[config.mk]
export PLATFORM = sky130hd
export DESIGN_NAME = bede_alu
export DESIGN_NICKNAME = d
export VERILOG_FILES = /design/src/design/bede_pkg.sv /design/src/design/bede_alu.sv
export SDC_FILE = /design/constraint.sdc
export NUM_CORES = 1
export LEC_CHECK = 0
export BUFFER_PORTS_ARGS = -buffer_cell sky130_fd_sc_hd__buf_2
export CAP_MARGIN = 25
export CORE_MARGIN = 2
export CORE_UTILIZATION = 55
export DETAILED_ROUTE_END_ITERATION = 12
export GPL_TIMING_DRIVEN = 0
export PLACE_DENSITY = 0.8
export SLEW_MARGIN = 40
export SYNTH_ARGS = -nofsm -noshare
export SYNTH_HDL_FRONTEND = slang
export SYNTH_SLANG_ARGS = --single-unit
[constraint.sdc]
create_clock -name clk_i -period 8.6 [get_ports clk_i]
set_input_delay 1.72 -clock clk_i [delete_from_list [all_inputs] [get_ports clk_i]]
set_output_delay 1.72 -clock clk_i [all_outputs]
set_load 0.02 [all_outputs]
[src/design/bede_pkg.sv]
// Shared types, constants and arithmetic helpers of the diffusion estimator.
package bede_pkg;

  localparam int MAX_WALKERS = 65536;
  localparam int WIDX_W      = $clog2(MAX_WALKERS);
  localparam int CNT_W       = WIDX_W + 1;
  localparam int CFG_W       = 17;
  localparam int CIDX_W      = 2;
  localparam int NCMP_W      = (CNT_W > CFG_W) ? CNT_W : CFG_W;

  localparam logic [6:0] LEN_POS  = 7'd32;
  localparam logic [6:0] LEN_MEAN = 7'd48;
  localparam logic [6:0] LEN_DEN  = 7'd16;
  localparam logic [6:0] LEN_DIV  = 7'd64;

  typedef enum logic [CIDX_W-1:0] {
    CFG_PARTICLE_COUNT = 2'd0,
    CFG_TIME_STEP      = 2'd1
  } cfg_idx_e;

  typedef enum logic {
    ALU_MUL = 1'b0,
    ALU_DIV = 1'b1
  } alu_op_e;

  typedef struct packed {
    logic        start;
    alu_op_e     op;
    logic [6:0]  len;
    logic [63:0] a;
    logic [63:0] b;
  } alu_req_t;

  typedef struct packed {
    logic        done;
    logic [63:0] result;
  } alu_rsp_t;

  function automatic logic [63:0] abs64(input logic signed [63:0] v);
    return v[63] ? 64'(-v) : 64'(v);
  endfunction

  function automatic logic signed [64:0] apply_sign(input logic [63:0] mag, input logic neg);
    logic signed [64:0] m;
    m = signed'({1'b0, mag});
    return neg ? -m : m;
  endfunction

  function automatic logic signed [63:0] clamp64(input logic signed [64:0] v);
    logic signed [63:0] r;
    if (v[64] != v[63]) begin
      r = v[64] ? {1'b1, 63'd0} : {1'b0, {63{1'b1}}};
    end else begin
      r = v[63:0];
    end
    return r;
  endfunction

  function automatic logic signed [63:0] sat_add64(input logic signed [63:0] a,
                                                    input logic signed [63:0] b);
    return clamp64(65'(a) + 65'(b));
  endfunction

  function automatic logic signed [63:0] sat_sub64(input logic signed [63:0] a,
                                                    input logic signed [63:0] b);
    return clamp64(65'(a) - 65'(b));
  endfunction

  function automatic logic signed [31:0] clamp32(input logic signed [64:0] v);
    logic signed [31:0] r;
    if (v > 65'sd2147483647) begin
      r = 32'sh7FFFFFFF;
    end else if (v < -65'sd2147483648) begin
      r = 32'sh80000000;
    end else begin
      r = v[31:0];
    end
    return r;
  endfunction

endpackage

[src/design/bede_alu.sv]
// Shared bit-serial unit: shift-add multiply and restoring divide, one bit a cycle.
module bede_alu (
  input  logic              clk_i,
  input  logic              rst_ni,
  input  bede_pkg::alu_req_t req_i,
  output bede_pkg::alu_rsp_t rsp_o
);
  import bede_pkg::*;

  logic        busy_q;
  logic        done_q;
  logic [6:0]  cnt_q;
  alu_op_e     op_q;
  logic [63:0] acc_q, acc_d;
  logic [63:0] mc_q, mc_d;
  logic [63:0] mp_q, mp_d;
  logic [63:0] rem_q, rem_d;
  logic [63:0] quo_q, quo_d;
  logic [63:0] dv_q;
  logic [64:0] t;
  logic [65:0] diff;
  logic        ge;

  always_comb begin
    acc_d = acc_q;
    mc_d  = mc_q;
    mp_d  = mp_q;
    rem_d = rem_q;
    quo_d = quo_q;
    t     = {rem_q, quo_q[63]};
    diff  = {1'b0, t} - {2'b00, dv_q};
    ge    = !diff[65];
    case (op_q)
      ALU_MUL: begin
        acc_d = mp_q[0] ? acc_q + mc_q : acc_q;
        mc_d  = {mc_q[62:0], 1'b0};
        mp_d  = {1'b0, mp_q[63:1]};
      end
      ALU_DIV: begin
        rem_d = ge ? diff[63:0] : t[63:0];
        quo_d = {quo_q[62:0], ge};
      end
      default: ;
    endcase
  end

  always_ff @(posedge clk_i or negedge rst_ni) begin
    if (!rst_ni) begin
      busy_q <= 1'b0;
      done_q <= 1'b0;
      cnt_q  <= '0;
      op_q   <= ALU_MUL;
    end else begin
      done_q <= 1'b0;
      if (req_i.start) begin
        busy_q <= 1'b1;
        cnt_q  <= req_i.len;
        op_q   <= req_i.op;
      end else if (busy_q) begin
        cnt_q <= cnt_q - 7'd1;
        if (cnt_q == 7'd1) begin
          busy_q <= 1'b0;
          done_q <= 1'b1;
        end
      end
    end
  end

  always_ff @(posedge clk_i) begin
    if (req_i.start) begin
      acc_q <= '0;
      mc_q  <= req_i.a;
      mp_q  <= req_i.b;
      rem_q <= '0;
      quo_q <= req_i.a;
      dv_q  <= req_i.b;
    end else if (busy_q) begin
      acc_q <= acc_d;
      mc_q  <= mc_d;
      mp_q  <= mp_d;
      rem_q <= rem_d;
      quo_q <= quo_d;
    end
  end

  assign rsp_o.done   = done_q;
  assign rsp_o.result = (op_q == ALU_MUL) ? acc_q : quo_q;

endmodule

==> metrics.txt <==
period utilization=0.533; largest net degree at the start of global routing=42; chip width=212 um; FF+latch count, synth=394; Synth-to-Final Area Change=13.9%; RSZ-0062 raised after global routing=no; dominant cells by area after synthesis=edfxtp_1 32%, dfxtp_1 11%, ha_1 6.8%; Die ar.=0.0447 mm^2; WL final=64,200 um; core footprint=0.0428 mm^2; HPWL after DPL=47,500 um; Crit. End Element=flop; Synth top area share=0.325; crit path max fanout=37; vias in the first global route=19,519; cell leakage power=0.0119 uW; Main synth FF type=edfxtp_1; initial antenna violation count=4; Post-CTS Hold Buffers=0; Ports=204; final antenna-violating net count=0; TritonCTS clock tree=yes; port bufs=203; clock skew=0.0121 ns; Clock Pin Slew Worst Setup and Hold Paths=0.06 ns; final instance area=0.0270 mm^2; Worst Tran Pin Value=0.899 ns; worst skew pair latency=0.57 ns; Nets=3,041; buffer depth of the longest clock path=3; share of cells above drive strength 1=0.157; Async S/R FF share, synth=0.0254; critical path class=in2reg; WHS=0.473 ns; via count=19,984; distinct cell type count after synthesis=71; Root Buffer=clkbuf_16; post-synthesis sequential area ratio=0.443; PwrDens=203 mW/mm^2; H-tree level count=2; row cnt=76; VDD IR-drop max=0.191 mV; cell count after synthesis=2,518; DRT iter0 DRCs=1,666; Synth Net Count=2,788; first-pass GRT wire length=100,000 um; minimum clock period=4.58 ns; DR DRC count=0; placed cell areas=0.0255 mm^2; clock sink total=394; Max Fclk=218 MHz; Initial Utilization=0.553; First-pass DRT Iterations=6; Mapped Avg Cell Area=9.41 um^2; Final setup viols=0; max-cap violations=0; Max-slew headroom=0.399; total gr overflow=0; mapped cell area=0.0237 mm^2; total track usage=0.281; CTS Buf Count=43; # Post-CTS Setup Buffers=0; Final Max Slew Viols=0; DIE HEIGHT=212 um; CP Data Arrival Time=4.89 ns; crit start category=input port; WP data required=8.91 ns; drt via density=5.95; GPL Wtd Cong=1.00; # fillers=3,556; Post-synth EDFFs=256; Synth area leader=edfxtp_1; Fin. Hold Viols=0; worst min path class=reg2reg; status=complete, no violations; Synth Warn #=0; Routed wire per std cell=19.1 um; post-CTS sizing=0
[routing by layer]
layer  GRT usage  wire length, um
met5           0                0
met3      0.0392             3550
met4       0.122             2660
met1       0.353            27100
met2       0.484            30900
[power by group]
part	total, uW	switching (uW)	internal [uW]
sequential	2350	112	2240
combinational	1220	753	464
clock	1900	786	1110
[sequential cells by signal, summed over array words and instances, names as in the netlist, 7 cells and up]
| signal | count |
|---|---|
| mc_q | 64 |
| mp_q | 64 |
| acc_q | 64 |
| rem_q | 64 |
| cnt_q | 7 |
| quo_q | 64 |
| dv_q | 64 |
[Yosys cell counts, drive strengths merged, types with 28 or more instances]
master and n:
edfxtp 256, nand2 320, a21o 54, mux2i 53
nand3 44, mux2 129, xor2 38, nor3 37
o21ai 277, nor2 78, a21oi 192, o21bai 28
inv 233, dfxtp 128, ha 129, nand4 38
clkbuf 105, xnor2 71
[layout make-up]
class	count	area, um^2	share of cell area
Antenna cell	6	15.0	0.000557
Clock inverter	22	229	0.00849
Timing Repair Buffer	208	1130	0.0419
Multi-Input combinational cell	1762	11800	0.437
Sequential cell	394	10500	0.389
Inverter	233	877	0.0325
Clock buffer	57	1210	0.0449
Buffer	129	547	0.0203
Tap cell	546	683	0.0253
[path summary, 6_finish.rpt]
path | startpoint | to | slack (ns) | cells after the start
hold / removal | rem_q[31]$_SDFFE_PP0P_ | rem_q[31]$_SDFFE_PP0P_ | 0.47 | 2
min in group asynchronous | rst_ni | op_q$_DFFE_PN0P_ | 1.01 | 1
setup / recovery | req_i[136] | quo_q[29]$_DFFE_PP_ | 4.02 | 8
hold reg to reg | rem_q[31]$_SDFFE_PP0P_ | rem_q[31]$_SDFFE_PP0P_ | 0.47 | 2
max in group asynchronous | rst_ni | cnt_q[2]$_DFFE_PN0P_ | 7.38 | 1
setup reg to reg | mc_q[24]$_DFFE_PP_ | acc_q[62]$_SDFFE_PP0P_ | 4.53 | 12
[cells in the final DEF (no fill, tap or decap), types with 64 or more instances in the layout]
cell,instances
a21oi_1,192
buf_2,209
mux2_2,129
edfxtp_1,256
nor2_1,78
nand2_1,320
xnor2_1,71
dfxtp_1,128
clkbuf_1,109
ha_1,129
inv_1,232
o21ai_1,64
o21ai_0,212
[kinds of logic after synthesis]
| family | Yosys count | synth area share |
|---|---|---|
| buffers and inverters | 362 | 0.0598 |
| XOR/XNOR | 109 | 0.0403 |
| multiplexers | 182 | 0.0837 |
| AND/OR/NAND/NOR | 638 | 0.125 |
| AO/OA/AOI/OAI | 702 | 0.178 |
| flip-flops | 394 | 0.443 |
| adder cells (fa/ha/maj) | 131 | 0.0698 |
[critical path: stages]
cell and delay [ns]:
buf_6 0.19, buf_16 0.23, clkbuf_2 0.36, a21oi_1 0.26, clkbuf_1 0.66, clkbuf_1 0.67, inv_4 0.42, buf_12 0.30
[per-stage QoR]
step,TNS [ns],setup WS [ns],power [uW],std cells,utilization
2_1_floorplan,0,2.96,3210,2518,-
3_3_place_gp,-123.48,-0.971,3530,3267,0.593
3_5_place_dp,0,3.21,3570,3272,0.596
4_1_cts,0,3.82,5480,3351,0.630
5_1_grt,0,3.95,5700,3355,0.630
6_report,0,4.02,5470,3357,0.630
Power figures use the tool's default switching activity.
